--- src/hw/rtl/msd_pkg.sv ---
// Types, constants and the code table of the Morse stream decoder.
`default_nettype none

package msd_pkg;

	// Symbol codes
	localparam logic [1:0] SYM_DOT   = 2'd0;
	localparam logic [1:0] SYM_DASH  = 2'd1;
	localparam logic [1:0] SYM_SPACE = 2'd2;

	// Code length limits
	localparam logic [3:0] MAX_KEPT = 4'd9;
	localparam logic [3:0] LEN_SAT  = 4'd10;
	localparam logic [2:0] SPACE_MAX = 3'd7;

	// Characters emitted outside the table
	localparam logic [6:0] CHAR_NUL   = 7'h00;
	localparam logic [6:0] CHAR_SPACE = 7'h20;
	localparam logic [6:0] CHAR_S     = 7'h53;
	localparam logic [6:0] CHAR_O     = 7'h4F;

	typedef struct packed {
		logic [1:0] symbol;
		logic       message_end;
	} sym_item_t;

	typedef struct packed {
		logic [6:0] character;
		logic       run_last;
		logic       message_done;
	} chr_item_t;

	// Group of up to three characters caused by one input item
	typedef struct packed {
		logic [2:0][6:0] chars;
		logic [1:0]      count;
		logic            done;
	} grp_t;

	typedef struct packed {
		logic       sos;
		logic [6:0] ch;
	} lookup_t;

	// Map a code (length, symbols with the first one highest, dash 1) to its character
	function automatic lookup_t code_lookup(input logic [3:0] len, input logic [8:0] bits);
		lookup_t r;
		r.sos = 1'b0;
		r.ch  = CHAR_NUL;
		unique case ({len, bits})
			{4'd2, 9'b01}:        r.ch = 7'h41; // A
			{4'd4, 9'b1000}:      r.ch = 7'h42; // B
			{4'd4, 9'b1010}:      r.ch = 7'h43; // C
			{4'd3, 9'b100}:       r.ch = 7'h44; // D
			{4'd1, 9'b0}:         r.ch = 7'h45; // E
			{4'd4, 9'b0010}:      r.ch = 7'h46; // F
			{4'd3, 9'b110}:       r.ch = 7'h47; // G
			{4'd4, 9'b0000}:      r.ch = 7'h48; // H
			{4'd2, 9'b00}:        r.ch = 7'h49; // I
			{4'd4, 9'b0111}:      r.ch = 7'h4A; // J
			{4'd3, 9'b101}:       r.ch = 7'h4B; // K
			{4'd4, 9'b0100}:      r.ch = 7'h4C; // L
			{4'd2, 9'b11}:        r.ch = 7'h4D; // M
			{4'd2, 9'b10}:        r.ch = 7'h4E; // N
			{4'd3, 9'b111}:       r.ch = 7'h4F; // O
			{4'd4, 9'b0110}:      r.ch = 7'h50; // P
			{4'd4, 9'b1101}:      r.ch = 7'h51; // Q
			{4'd3, 9'b010}:       r.ch = 7'h52; // R
			{4'd3, 9'b000}:       r.ch = 7'h53; // S
			{4'd1, 9'b1}:         r.ch = 7'h54; // T
			{4'd3, 9'b001}:       r.ch = 7'h55; // U
			{4'd4, 9'b0001}:      r.ch = 7'h56; // V
			{4'd3, 9'b011}:       r.ch = 7'h57; // W
			{4'd4, 9'b1001}:      r.ch = 7'h58; // X
			{4'd4, 9'b1011}:      r.ch = 7'h59; // Y
			{4'd4, 9'b1100}:      r.ch = 7'h5A; // Z
			{4'd5, 9'b11111}:     r.ch = 7'h30; // 0
			{4'd5, 9'b01111}:     r.ch = 7'h31; // 1
			{4'd5, 9'b00111}:     r.ch = 7'h32; // 2
			{4'd5, 9'b00011}:     r.ch = 7'h33; // 3
			{4'd5, 9'b00001}:     r.ch = 7'h34; // 4
			{4'd5, 9'b00000}:     r.ch = 7'h35; // 5
			{4'd5, 9'b10000}:     r.ch = 7'h36; // 6
			{4'd5, 9'b11000}:     r.ch = 7'h37; // 7
			{4'd5, 9'b11100}:     r.ch = 7'h38; // 8
			{4'd5, 9'b11110}:     r.ch = 7'h39; // 9
			{4'd6, 9'b010101}:    r.ch = 7'h2E; // period
			{4'd6, 9'b110011}:    r.ch = 7'h2C; // comma
			{4'd6, 9'b001100}:    r.ch = 7'h3F; // question mark
			{4'd6, 9'b011110}:    r.ch = 7'h27; // apostrophe
			{4'd6, 9'b101011}:    r.ch = 7'h21; // exclamation mark
			{4'd5, 9'b10010}:     r.ch = 7'h2F; // slash
			{4'd5, 9'b10110}:     r.ch = 7'h28; // open paren
			{4'd6, 9'b101101}:    r.ch = 7'h29; // close paren
			{4'd5, 9'b01000}:     r.ch = 7'h26; // ampersand
			{4'd6, 9'b111000}:    r.ch = 7'h3A; // colon
			{4'd6, 9'b101010}:    r.ch = 7'h3B; // semicolon
			{4'd5, 9'b10001}:     r.ch = 7'h3D; // equals
			{4'd5, 9'b01010}:     r.ch = 7'h2B; // plus
			{4'd6, 9'b100001}:    r.ch = 7'h2D; // hyphen
			{4'd6, 9'b001101}:    r.ch = 7'h5F; // underscore
			{4'd6, 9'b010010}:    r.ch = 7'h22; // quote
			{4'd7, 9'b0001001}:   r.ch = 7'h24; // dollar
			{4'd6, 9'b011010}:    r.ch = 7'h40; // at sign
			{4'd9, 9'b000111000}: begin // SOS prosign
				r.sos = 1'b1;
				r.ch  = CHAR_S;
			end
			default:              r.ch = CHAR_NUL;
		endcase
		return r;
	endfunction

endpackage

`default_nettype wire

--- src/hw/rtl/msd_decode.sv ---
// Input register, code state and per-item decode of the Morse stream decoder.
`default_nettype none

module msd_decode (
	input  wire logic             clk,
	input  wire logic             arst_n,
	input  wire logic             sym_valid,
	output logic                  sym_stall,
	input  wire msd_pkg::sym_item_t sym_item,
	input  wire logic [2:0]       word_gap,
	input  wire logic             grp_free,
	output logic                  grp_load,
	output msd_pkg::grp_t         grp
);

	logic                valid_s1;
	msd_pkg::sym_item_t  item_s1;

	logic [8:0] code_bits_q;
	logic [3:0] code_length_q;
	logic [2:0] space_count_q;
	logic       seen_code_q;

	logic [8:0] nxt_bits;
	logic [3:0] nxt_len;
	logic [2:0] nxt_space;
	logic       nxt_seen;

	logic            is_mark;
	logic            is_space;
	logic            emit_space;
	logic            code_emit;
	logic [3:0]      key_len;
	logic [8:0]      key_bits;
	msd_pkg::lookup_t hit;
	logic [1:0]      count;
	logic            advance;
	logic            accept;

	assign is_mark  = (item_s1.symbol == msd_pkg::SYM_DOT) ||
	                  (item_s1.symbol == msd_pkg::SYM_DASH);
	assign is_space = (item_s1.symbol == msd_pkg::SYM_SPACE);

	assign emit_space = is_mark && (code_length_q == 4'd0) && seen_code_q &&
	                    (word_gap != 3'd0) && (space_count_q == word_gap);

	// State after the symbol, before the end of message is applied
	always_comb begin
		nxt_bits  = code_bits_q;
		nxt_len   = code_length_q;
		nxt_space = space_count_q;
		nxt_seen  = seen_code_q;
		if (is_mark) begin
			if (code_length_q == 4'd0) begin
				nxt_seen  = 1'b1;
				nxt_space = 3'd0;
			end
			if (code_length_q < msd_pkg::MAX_KEPT) begin
				nxt_bits = {code_bits_q[7:0], item_s1.symbol[0]};
			end
			if (code_length_q < msd_pkg::LEN_SAT) begin
				nxt_len = 4'(code_length_q + 4'd1);
			end
		end else if (is_space) begin
			if (code_length_q != 4'd0) begin
				nxt_bits  = 9'd0;
				nxt_len   = 4'd0;
				nxt_space = 3'd1;
			end else if (seen_code_q) begin
				if (space_count_q == msd_pkg::SPACE_MAX) begin
					nxt_space = 3'd0;
				end else if (space_count_q != 3'd0) begin
					nxt_space = 3'(space_count_q + 3'd1);
				end
			end
		end
	end

	// A space closes the stored code; the end mark closes the updated one
	assign key_len   = is_space ? code_length_q : nxt_len;
	assign key_bits  = is_space ? code_bits_q : nxt_bits;
	assign code_emit = (is_space && (code_length_q != 4'd0)) ||
	                   (item_s1.message_end && (nxt_len != 4'd0));
	assign hit       = msd_pkg::code_lookup(key_len, key_bits);

	always_comb begin
		count = {1'b0, emit_space};
		if (code_emit) begin
			count = hit.sos ? 2'd3 : 2'(count + 2'd1);
		end
		if (item_s1.message_end && (count == 2'd0)) begin
			count = 2'd1;
		end
	end

	always_comb begin
		grp.count    = count;
		grp.done     = item_s1.message_end;
		grp.chars[0] = emit_space ? msd_pkg::CHAR_SPACE :
		               (code_emit ? hit.ch : msd_pkg::CHAR_NUL);
		grp.chars[1] = emit_space ? hit.ch : msd_pkg::CHAR_O;
		grp.chars[2] = msd_pkg::CHAR_S;
	end

	// Items that emit nothing retire regardless of the output side
	assign advance   = valid_s1 && ((count == 2'd0) || grp_free);
	assign grp_load  = advance && (count != 2'd0);
	assign sym_stall = valid_s1 && !advance;
	assign accept    = sym_valid && !sym_stall;

	always_ff @(posedge clk or negedge arst_n) begin
		if (!arst_n) begin
			valid_s1      <= 1'b0;
			code_bits_q   <= 9'd0;
			code_length_q <= 4'd0;
			space_count_q <= 3'd0;
			seen_code_q   <= 1'b0;
		end else begin
			valid_s1 <= accept || sym_stall;
			if (advance) begin
				if (item_s1.message_end) begin
					code_bits_q   <= 9'd0;
					code_length_q <= 4'd0;
					space_count_q <= 3'd0;
					seen_code_q   <= 1'b0;
				end else begin
					code_bits_q   <= nxt_bits;
					code_length_q <= nxt_len;
					space_count_q <= nxt_space;
					seen_code_q   <= nxt_seen;
				end
			end
		end
	end

	always_ff @(posedge clk) begin
		if (accept) begin
			item_s1 <= sym_item;
		end
	end

endmodule

`default_nettype wire

--- src/hw/rtl/msd_drain.sv ---
// Result register that hands out a group of characters one item per cycle while chr_stall is low.
`default_nettype none

module msd_drain (
	input  wire logic          clk,
	input  wire logic          arst_n,
	input  wire logic          grp_load,
	input  wire msd_pkg::grp_t grp,
	output logic               grp_free,
	output logic               chr_valid,
	input  wire logic          chr_stall,
	output msd_pkg::chr_item_t chr_item
);

	logic          valid_q;
	logic [1:0]    idx_q;
	msd_pkg::grp_t grp_q;
	logic          last;
	logic          fire;

	assign last     = (idx_q == 2'(grp_q.count - 2'd1));
	assign fire     = valid_q && !chr_stall;
	assign grp_free = !valid_q || (fire && last);

	assign chr_valid = valid_q;

	always_comb begin
		case (idx_q)
			2'd0:    chr_item.character = grp_q.chars[0];
			2'd1:    chr_item.character = grp_q.chars[1];
			default: chr_item.character = grp_q.chars[2];
		endcase
		chr_item.run_last     = last;
		chr_item.message_done = last && grp_q.done;
	end

	always_ff @(posedge clk or negedge arst_n) begin
		if (!arst_n) begin
			valid_q <= 1'b0;
			idx_q   <= 2'd0;
		end else if (grp_load) begin
			valid_q <= 1'b1;
			idx_q   <= 2'd0;
		end else if (fire) begin
			if (last) begin
				valid_q <= 1'b0;
			end else begin
				idx_q <= 2'(idx_q + 2'd1);
			end
		end
	end

	always_ff @(posedge clk) begin
		if (grp_load) begin
			grp_q <= grp;
		end
	end

endmodule

`default_nettype wire

--- src/hw/rtl/morse_stream_decoder_unit.sv ---
// Top level of the Morse stream decoder: configuration register and the two stages.
//
//  channel  direction  handshake              payload
//  sym      in         sym_valid / sym_stall  sym_item   (symbol, message_end)
//  chr      out        chr_valid / chr_stall  chr_item   (character, run_last, message_done)
//  cfg      in         cfg_valid / cfg_ready  cfg_data   (word_gap)
//
// An accepted item sits in the input register, where the code state is
// updated and its characters (up to three) are looked up; the group then moves to the
// result register and leaves one item per cycle while chr_stall is low.
// An item yields up to three results; items with none retire without the result register.
// The result register is the limit: a stalled output holds it and then the input stage.
// Reset clears the code state, the stage valids and sets word_gap to 3.
`default_nettype none

module morse_stream_decoder_unit (
	input  wire logic                clk,
	input  wire logic                arst_n,
	input  wire logic                sym_valid,
	output logic                     sym_stall,
	input  wire msd_pkg::sym_item_t  sym_item,
	output logic                     chr_valid,
	input  wire logic                chr_stall,
	output msd_pkg::chr_item_t       chr_item,
	input  wire logic                cfg_valid,
	output logic                     cfg_ready,
	input  wire logic [2:0]          cfg_data
);

	logic [2:0]    word_gap_q;
	logic          grp_free;
	logic          grp_load;
	msd_pkg::grp_t grp;

	// Config writes must arrive only while idle; the user is bound, the block does not enforce it, so always take them
	assign cfg_ready = 1'b1;

	always_ff @(posedge clk or negedge arst_n) begin
		if (!arst_n) begin
			word_gap_q <= 3'd3;
		end else if (cfg_valid && cfg_ready) begin
			word_gap_q <= cfg_data;
		end
	end

	// Decode stage: hold the item, advance the code state, build the group
	msd_decode u_decode (
		.clk       (clk),
		.arst_n    (arst_n),
		.sym_valid (sym_valid),
		.sym_stall (sym_stall),
		.sym_item  (sym_item),
		.word_gap  (word_gap_q),
		.grp_free  (grp_free),
		.grp_load  (grp_load),
		.grp       (grp)
	);

	// Result stage: drop the group out one character per cycle while chr_stall is low
	msd_drain u_drain (
		.clk       (clk),
		.arst_n    (arst_n),
		.grp_load  (grp_load),
		.grp       (grp),
		.grp_free  (grp_free),
		.chr_valid (chr_valid),
		.chr_stall (chr_stall),
		.chr_item  (chr_item)
	);

	// The end of a message always closes the item's run
	a_done_is_last: assert property (@(posedge clk) disable iff (!arst_n)
		chr_valid && chr_item.message_done |-> chr_item.run_last)
		else $error("message_done without run_last");

	// With an empty result register the input side never stalls
	a_no_stall_when_empty: assert property (@(posedge clk) disable iff (!arst_n)
		!chr_valid |-> !sym_stall)
		else $error("input stalled while output empty");

	// A run that is not finished keeps the output valid
	a_run_continues: assert property (@(posedge clk) disable iff (!arst_n)
		chr_valid && !chr_stall && !chr_item.run_last |=> chr_valid)
		else $error("result run broken");

endmodule

`default_nettype wire
--- config.mk ---
export PLATFORM = sky130hd
export DESIGN_NAME = morse_stream_decoder_unit
export DESIGN_NICKNAME = d
export VERILOG_FILES = /design/src/hw/rtl/msd_pkg.sv /design/src/hw/rtl/msd_decode.sv /design/src/hw/rtl/msd_drain.sv /design/src/hw/rtl/morse_stream_decoder_unit.sv
export SDC_FILE = /design/constraint.sdc
export NUM_CORES = 1
export LEC_CHECK = 0
export ABC_CLOCK_PERIOD_IN_PS = 4300
export BUFFER_PORTS_ARGS = -buffer_cell sky130_fd_sc_hd__buf_2
export CAP_MARGIN = 20
export CORE_MARGIN = 3
export CORE_UTILIZATION = 40
export CTS_BUF_LIST = sky130_fd_sc_hd__clkbuf_4 sky130_fd_sc_hd__clkbuf_8
export CTS_CLUSTER_DIAMETER = 60
export DETAILED_ROUTE_END_ITERATION = 6
export GPL_TIMING_DRIVEN = 0
export PLACE_DENSITY = 0.65
export SYNTH_ARGS = -nofsm -noshare
export SYNTH_HDL_FRONTEND = slang
export SYNTH_HIERARCHICAL = 1
export SYNTH_SLANG_ARGS = --single-unit
--- constraint.sdc ---
create_clock -name clk -period 4.3 [get_ports clk]
set_input_delay 0.645 -clock clk [delete_from_list [all_inputs] [get_ports clk]]
set_output_delay 0.645 -clock clk [all_outputs]
set_load 0.05 [all_outputs]
# [Word-level counts from Yosys, hierarchy flattened]
# Index checks and enable logic that the tools add are counted.
# Widths: inputs -> output; s select.
[totals] register_bits=44 in_bits=11 out_inout_bits=12 elab_cells=168
[op_classes] add_sub_neg=5 order_cmp=2 eq_ne=63 muxes=36 bitwise=1 n_reduce_logical=46
[op_table] cell="$eq 13x12->1 const B" count=40
[op_table] cell="$pmux 7 s54" count=1
[op_table] cell="$eq 13x11->1 const B" count=12
[op_table] cell="$mux 9" count=6
[op_table] cell="$eq 13x10->1 const B" count=2
[op_table] cell="$mux 3" count=8
[op_table] cell="$mux 4" count=6
[op_table] cell="$logic_and 1x1->1" count=14
[op_table] cell="$pmux 7 s2" count=1
[op_table] cell="$eq 13x13->1 const B" count=1
[op_table] cell="$mux 2" count=6
[op_table] cell="$reduce_bool 4->1" count=3
[op_table] cell="$reduce_bool 2->1" count=5
[op_table] cell="$reduce_bool 3->1" count=3
[op_table] cell="$logic_not 2->1" count=4
[op_table] cell="$lt 4x4->1 const B" count=2
[op_table] cell="$mux 1" count=7
[op_table] cell="$mux 6" count=1
[op_table] cell="$logic_or 1x1->1" count=5
[op_table] cell="$reduce_and 5->1" count=1
[op_table] cell="$reduce_bool 5->1" count=1
[op_table] cell="$add 4x1->4 const B" count=1
[op_table] cell="$eq 2x1->1 const B" count=2
[op_table] cell="$logic_not 1->1" count=4
[op_table] cell="other kinds (15)" count=17

# [Depth between registers and ports, before layout]
[logic_depth] ltp_word=20 depth_mapped=13 depth_no_buf=10

# [Cells and area by module]
# The synthesis kept the hierarchy.
[modules_own_cells] mod="msd_decode" instances=1 cells_per_inst=428 area_per_inst_um2=3254.4 seq_area_each_um2=540.5
[modules_own_cells] mod="msd_drain" instances=1 cells_per_inst=71 area_per_inst_um2=1081.0 seq_area_each_um2=795.8
[modules_own_cells] mod="morse_stream_decoder_unit" instances=1 cells_per_inst=8 area_per_inst_um2=122.6 seq_area_each_um2=77.6

# [Worst setup path before layout]
# No wires, ideal clock.
[synth_timing] path_kind="flip-flop to flip-flop" startpoint="reg u_decode.code_length_q[1]" endpoint="reg u_drain.idx_q[0]" arrival_time_ns=3.426 setup_slack_ns=0.749 path_stages_with_launch=13 n_path_buf=2 synth_period_minus_slack_ns=3.551 cell_sequence="dfrtp_1 > buf_2 > inv_1 > ha_1 > nor3b_1 > nor2_1 > or2_1 > nor2_2 > o21ai_2 > buf_2 > nor2_1 > nor2_1 > mux2_4"
[synth_between] elab_chain_len=18 word_cells_on_any_way=40 classes_between="add/sub (2); order compare (2); eq/ne (2); mux (15); reduce/logical (19)"
[synth_rtl] element="start: declaration" line="msd_decode.sv:20" text="logic [3:0] code_length_q;"
[synth_rtl] element="start signal: assignment" line="msd_decode.sv:128" text="code_length_q <= nxt_len;"
[synth_rtl] element="parallel branches: the longest is 8 deep, another holds $add 4x1->4"
[synth_rtl] element="$mux 2 *" line="msd_decode.sv:88" text="if (code_emit) begin"
[synth_rtl] element="$logic_not 2->1" line="msd_decode.sv:91" text="if (item_s1.message_end && (count == 2'd0)) begin"
[synth_rtl] element="$logic_and 1x1->1" line="msd_decode.sv:91"
[synth_rtl] element="$mux 2 *" line="msd_decode.sv:91"
[synth_rtl] element="$logic_not 2->1" line="msd_decode.sv:106" text="assign advance = valid_s1 && ((count == 2'd0) || grp_free);"
[synth_rtl] element="$logic_or 1x1->1" line="msd_decode.sv:106"
[synth_rtl] element="$logic_and 1x1->1" line="msd_decode.sv:106"
[synth_rtl] element="$logic_and 1x1->1 *" line="msd_decode.sv:107" text="assign grp_load = advance && (count != 2'd0);"
[synth_rtl] element="via grp_load" line="morse_stream_decoder_unit.sv:32" text="logic grp_load;"
[synth_rtl] element="$ne 2x2->1 (no source line) or $reduce_bool 2->1 (tied branches)"
[synth_rtl] element="$reduce_and 2->1 (no source line)"
[synth_rtl] element="end signal: assignment" line="msd_drain.sv:48" text="idx_q <= 2'(idx_q + 2'd1);"
[synth_rtl] element="end: declaration" line="msd_drain.sv:16" text="logic [1:0] idx_q;"
# Mark *: on every way through the listed nets, which the timed path passes.
# A chain may end at the register's enable or synchronous reset.

# [Worst setup path in the final report]
[layout_timing] startpoint="reg u_decode.code_length_q[1]" endpoint="reg u_drain/grp_q[10] (netlist name) (data pin)"
[layout_between] elab_chain_len=8 word_cells_on_any_way=76 classes_between="add/sub (1); order compare (2); eq/ne (55); mux (11); reduce/logical (7)"
[layout_rtl] element="parallel branches: the longest is 8 deep, another holds $add 4x1->4"
[layout_rtl] element="end signal: assignment" line="msd_drain.sv:55" text="grp_q <= grp;"
[layout_rtl] element="end: declaration" line="msd_drain.sv:17" text="msd_pkg::grp_t grp_q;"
# Several ways; the timed one is not identified.

==> impl_metrics.json <==
{
  "synth_area_per_cell_um2": 8.79,
  "place_congestion": 0.911,
  "synth-seq-cells": 51,
  "cts_htree_levels": 2,
  "initial_antenna_violation_count": 0,
  "worst_skew_pair.late_latency_ns": 0.32,
  "dp_hpwl_mm": 10.6,
  "timing.critical_path.fanout_max": 10,
  "final-hold-violation-count": 0,
  "worst_ep_required_time_ns": 4.35,
  "power_mw": 2.66,
  "area.sequential_um2": 1410,
  "tightest_slew_ns": 0.844,
  "cts_setup_buffers": 0,
  "post_drt_wl_per_cell_um": 20.1,
  "wl_met3_um": 879,
  "max_cap_violations": 0,
  "power_frac_clock_pct": 13.0,
  "rsz_0062_raised_after_global_routing": "false",
  "synthesized_area_fraction_occupied_by_ao_oa_aoi_and_oai_cells_pct": 26.7,
  "synth_cells": 507,
  "m1WireLength_mm": 6.20,
  "net-switching-power_mw": 1.32,
  "chipHeight_um": 112,
  "fmax_ghz": 0.270,
  "cts_tree": "yes",
  "worst_setup_path_end_kind": "flop",
  "multi_input_comb_area_um2": 2730,
  "synth_sequential_area_ratio_pct": 31.7,
  "clock_path_buffers": 2,
  "final_critical_path_setup_slack_ns": 0.591,
  "first_global_vias": 4014,
  "muxShareOfSynthArea_pct": 4.01,
  "syn_area_um2": 4460,
  "port_buffer_count": 21,
  "timing.max_slew.rel_slack_pct": 43.3,
  "critical_path.reg2reg.endpoint": "u_drain/grp_q[10]",
  "cts_resized": 0,
  "syn2layout_area_growth_pct": 9.54,
  "io-pin-count": 23,
  "start_util_pct": 42.1,
  "reg2reg_from": "u_decode/code_length_q[1]",
  "synthesis.yosys.warnings": 6,
  "setup_violators_final": 0,
  "ir_worst_vdd_mv": 0.353,
  "detailroute.via_count": 4154,
  "route.top_layer_used": "met4",
  "synth-adder-area-share_pct": 2.25,
  "status": "completed",
  "grt_start_max_net_pins": 25,
  "edff_count_synth": 27,
  "setup.worst_path.class": "flop to flop",
  "drtAntennaViolNets": 0,
  "vias_per_cell": 6.13,
  "synth_simple_gate_area_share_pct": 26.5,
  "synth_xor_area_share_pct": 0.954,
  "startpoint_type": "flop",
  "global_route_overflow": 0,
  "final_layout_size_suffix_gt1_share_pct": 21.0,
  "worst_r2r_path_depth": 11,
  "global_route.usage.total_pct": 22.1,
  "detail_route.wirelength_mm": 13.6,
  "timing.hold.worst.class": "input pin to asynchronous set/reset pin",
  "internal_power_mw": 1.34,
  "ctsRootBufferMaster": "sky130_fd_sc_hd__clkbuf_8",
  "synth-async-reset-ratio_pct": 47.1,
  "hold_buffers": 0,
  "layout_worst_path_cycle_share_pct": 86.3,
  "min_period_ns": 3.71,
  "wl_met2_mm": 6.18,
  "clkTransAtPathRegs_ns": 0.10,
  "final-max-slew-violation-count": 0,
  "die_w_um": 112,
  "fin_hold_ws_ns": 0.311,
  "cts_made_buffers": 5,
  "post_placement_worst_setup_slack_ns": 0.711,
  "main_combinational_cell_family_by_area_after_synthesis": "compound AO/OA/AOI/OAI gates",
  "core_area_um2": 10600,
  "num-nets-final": 560,
  "drt_iter0_markers": 346,
  "drt_drc_violations_left": 0,
  "cp_data_arrival_time_ns": 3.76,
  "grt_first_pass_wirelength_mm": 22.3,
  "dieArea_um2": 12400,
  "ff2ff_setup_slack_ns": 0.59,
  "tritoncts_num_sinks": 51,
  "total_leakage_power_nw": 1.80,
  "dr.pass1.iters": 6,
  "std_cell_rows": 37,
  "fraction_of_power_spent_switching_nets_pct": 49.6,
  "power-per-cell-area_nw_per_um2": 544,
  "power.share.combinational_pct": 60.8,
  "diodes": 0,
  "clock_skew_ns": 0.0144,
  "postSynth.topFlopCell": "sky130_fd_sc_hd__edfxtp_1",
  "number_of_distinct_library_cells_after_synthesis": 96,
  "power.share.sequential_pct": 26.3,
  "fill_cells": 1058
}
## metrics by stage
step	area (µm²)	utilization [%]	std cells	TNS (ns)
finish	4880	46.1	678	0
global placement	4750	44.8	669	-1.73
CTS	4880	46.1	678	0
global route	4880	46.1	678	0
detailed placement	4770	45.0	670	0
floorplan	4480	-	512	0
## cell usage in the layout (no fill, tap or decap), types with 5 or more instances in the layout
| cell | n |
|---|---|
| sky130_fd_sc_hd__buf_4 | 10 |
| sky130_fd_sc_hd__clkbuf_1 | 7 |
| sky130_fd_sc_hd__edfxtp_1 | 27 |
| sky130_fd_sc_hd__mux2_2 | 5 |
| sky130_fd_sc_hd__nand4_1 | 8 |
| sky130_fd_sc_hd__ha_1 | 8 |
| sky130_fd_sc_hd__o211ai_1 | 9 |
| sky130_fd_sc_hd__a211oi_1 | 5 |
| sky130_fd_sc_hd__o2111ai_1 | 5 |
| sky130_fd_sc_hd__dfrtp_1 | 22 |
| sky130_fd_sc_hd__o22ai_1 | 15 |
| sky130_fd_sc_hd__buf_6 | 6 |
| sky130_fd_sc_hd__a22oi_1 | 13 |
| sky130_fd_sc_hd__nor3_1 | 14 |
| sky130_fd_sc_hd__nand2b_1 | 12 |
| sky130_fd_sc_hd__conb_1 | 8 |
| sky130_fd_sc_hd__a31oi_1 | 11 |
| sky130_fd_sc_hd__nand2_1 | 49 |
| sky130_fd_sc_hd__nor2_1 | 33 |
| sky130_fd_sc_hd__clkbuf_8 | 5 |
| sky130_fd_sc_hd__nor4_1 | 6 |
| sky130_fd_sc_hd__inv_1 | 14 |
| sky130_fd_sc_hd__buf_2 | 39 |
| sky130_fd_sc_hd__o21ai_0 | 15 |
| sky130_fd_sc_hd__o21a_1 | 6 |
| sky130_fd_sc_hd__nor3b_1 | 5 |
| sky130_fd_sc_hd__nor2b_1 | 8 |
| sky130_fd_sc_hd__nand3_1 | 31 |
| sky130_fd_sc_hd__a22o_1 | 8 |
| sky130_fd_sc_hd__a21oi_1 | 20 |
| sky130_fd_sc_hd__mux2i_1 | 5 |
## worst max-delay path, cell delays in order (launching register included)
cell	delay [ns]
sky130_fd_sc_hd__dfrtp_1	0.45
sky130_fd_sc_hd__buf_2	0.21
sky130_fd_sc_hd__inv_1	0.11
sky130_fd_sc_hd__ha_1	0.22
sky130_fd_sc_hd__nand2b_1	0.07
sky130_fd_sc_hd__buf_2	0.17
sky130_fd_sc_hd__a21oi_2	0.40
sky130_fd_sc_hd__mux2_2	0.46
sky130_fd_sc_hd__o2111ai_1	0.24
sky130_fd_sc_hd__o2111ai_1	0.34
sky130_fd_sc_hd__nor4_1	0.61
sky130_fd_sc_hd__nand4_1	0.15
## per-layer routing
layer | GRT usage (%) | vias to the layer above
li1 | - | 1982
met1 | 31.1 | 2010
met2 | 34.8 | 140
met3 | 3.86 | 22
met4 | 7.06 | 0
met5 | 0 | -
## flip-flops by register name (all words and copies together) (netlist names)
name	flops
word_gap_q	3
u_drain/chr_valid	1
u_decode/item_s1	2
u_drain/grp_q	24
u_decode/space_count_q	3
u_decode/seen_code_q	1
u_decode/valid_s1	1
u_decode/grp	1
u_decode/code_length_q	4
u_drain/idx_q	2
u_decode/code_bits_q	9
## logic make-up after synthesis
logic type / after synthesis
other: 3
adders and majority gates: 8
and+or+nand+nor: 210
buffers and inverters: 59
xor gates and xnor gates: 4
muxes: 15
DFF: 51
AOI/OAI and AO/OA: 157
## synthesized netlist by cell type, types with 3 or more instances
cell type | count | share of area, %
sky130_fd_sc_hd__a211oi_1 | 5 | 0.84
sky130_fd_sc_hd__a21oi_1 | 20 | 2.2
sky130_fd_sc_hd__a22o_1 | 8 | 1.6
sky130_fd_sc_hd__a22oi_1 | 13 | 2.2
sky130_fd_sc_hd__a31oi_1 | 11 | 1.5
sky130_fd_sc_hd__a32oi_1 | 3 | 0.59
sky130_fd_sc_hd__and2_1 | 4 | 0.56
sky130_fd_sc_hd__and3_1 | 3 | 0.42
sky130_fd_sc_hd__buf_2 | 18 | 2.0
sky130_fd_sc_hd__buf_4 | 10 | 1.7
sky130_fd_sc_hd__buf_6 | 6 | 1.5
sky130_fd_sc_hd__clkbuf_1 | 7 | 0.59
sky130_fd_sc_hd__conb_1 | 3 | 0.25
sky130_fd_sc_hd__dfrtp_1 | 22 | 12
sky130_fd_sc_hd__edfxtp_1 | 27 | 18
sky130_fd_sc_hd__ha_1 | 8 | 2.2
sky130_fd_sc_hd__inv_1 | 14 | 1.2
sky130_fd_sc_hd__mux2_2 | 5 | 1.3
sky130_fd_sc_hd__mux2_4 | 3 | 1.0
sky130_fd_sc_hd__mux2i_1 | 5 | 1.1
sky130_fd_sc_hd__nand2_1 | 49 | 4.1
sky130_fd_sc_hd__nand2b_1 | 12 | 1.7
sky130_fd_sc_hd__nand3_1 | 31 | 3.5
sky130_fd_sc_hd__nand3b_1 | 4 | 0.67
sky130_fd_sc_hd__nand4_1 | 8 | 1.1
sky130_fd_sc_hd__nor2_1 | 34 | 2.9
sky130_fd_sc_hd__nor2b_1 | 8 | 1.1
sky130_fd_sc_hd__nor3_1 | 14 | 1.6
sky130_fd_sc_hd__nor3_2 | 3 | 0.67
sky130_fd_sc_hd__nor3b_1 | 5 | 0.84
sky130_fd_sc_hd__nor4_1 | 6 | 0.84
sky130_fd_sc_hd__nor4bb_1 | 3 | 0.67
sky130_fd_sc_hd__o2111ai_1 | 5 | 0.98
sky130_fd_sc_hd__o211ai_1 | 9 | 1.5
sky130_fd_sc_hd__o21a_1 | 6 | 1.0
sky130_fd_sc_hd__o21ai_0 | 15 | 1.7
sky130_fd_sc_hd__o21ai_1 | 4 | 0.45
sky130_fd_sc_hd__o22a_1 | 4 | 0.79
sky130_fd_sc_hd__o22ai_1 | 15 | 2.1
sky130_fd_sc_hd__o32ai_1 | 3 | 0.59
sky130_fd_sc_hd__or3_1 | 4 | 0.56
## cell type report
class	instances	share of cell area [%]
Multi-Input combinational cell	402	55.8
Sequential cell	51	29.0
Buffer	44	5.79
Tap cell	136	3.48
Timing Repair Buffer	22	2.46
Clock buffer	6	1.56
Inverter	15	1.15
Clock inverter	2	0.769
## how the worst max path moves through the flow
stage | from | to | slack, ns | cells after the start
2_1_floorplan | u_decode/code_length_q[1] | u_drain/idx_q[0] | 0.75 | 12
3_3_place_gp | u_decode/code_length_q[1] | u_drain/idx_q[0] | -0.14 | 12
3_5_place_dp | u_decode/code_length_q[1] | u_drain/grp_q[10] | 0.71 | 11
4_1_cts | u_decode/code_length_q[1] | u_drain/grp_q[10] | 0.66 | 11
5_1_grt | u_decode/code_length_q[1] | u_drain/grp_q[10] | 0.37 | 11
6_report | u_decode/code_length_q[1] | u_drain/grp_q[10] | 0.59 | 11
## power groups by stage
stage               clock network (mW)  logic, mW  registers [mW]
floorplan                            0       1.21           0.705
global placement                     0       1.57           0.707
detailed placement                   0       1.59           0.708
CTS                              0.356       1.60           0.698
global route                     0.373       1.76           0.708
finish                           0.345       1.62           0.698
(Power assumes the default switching activity.)
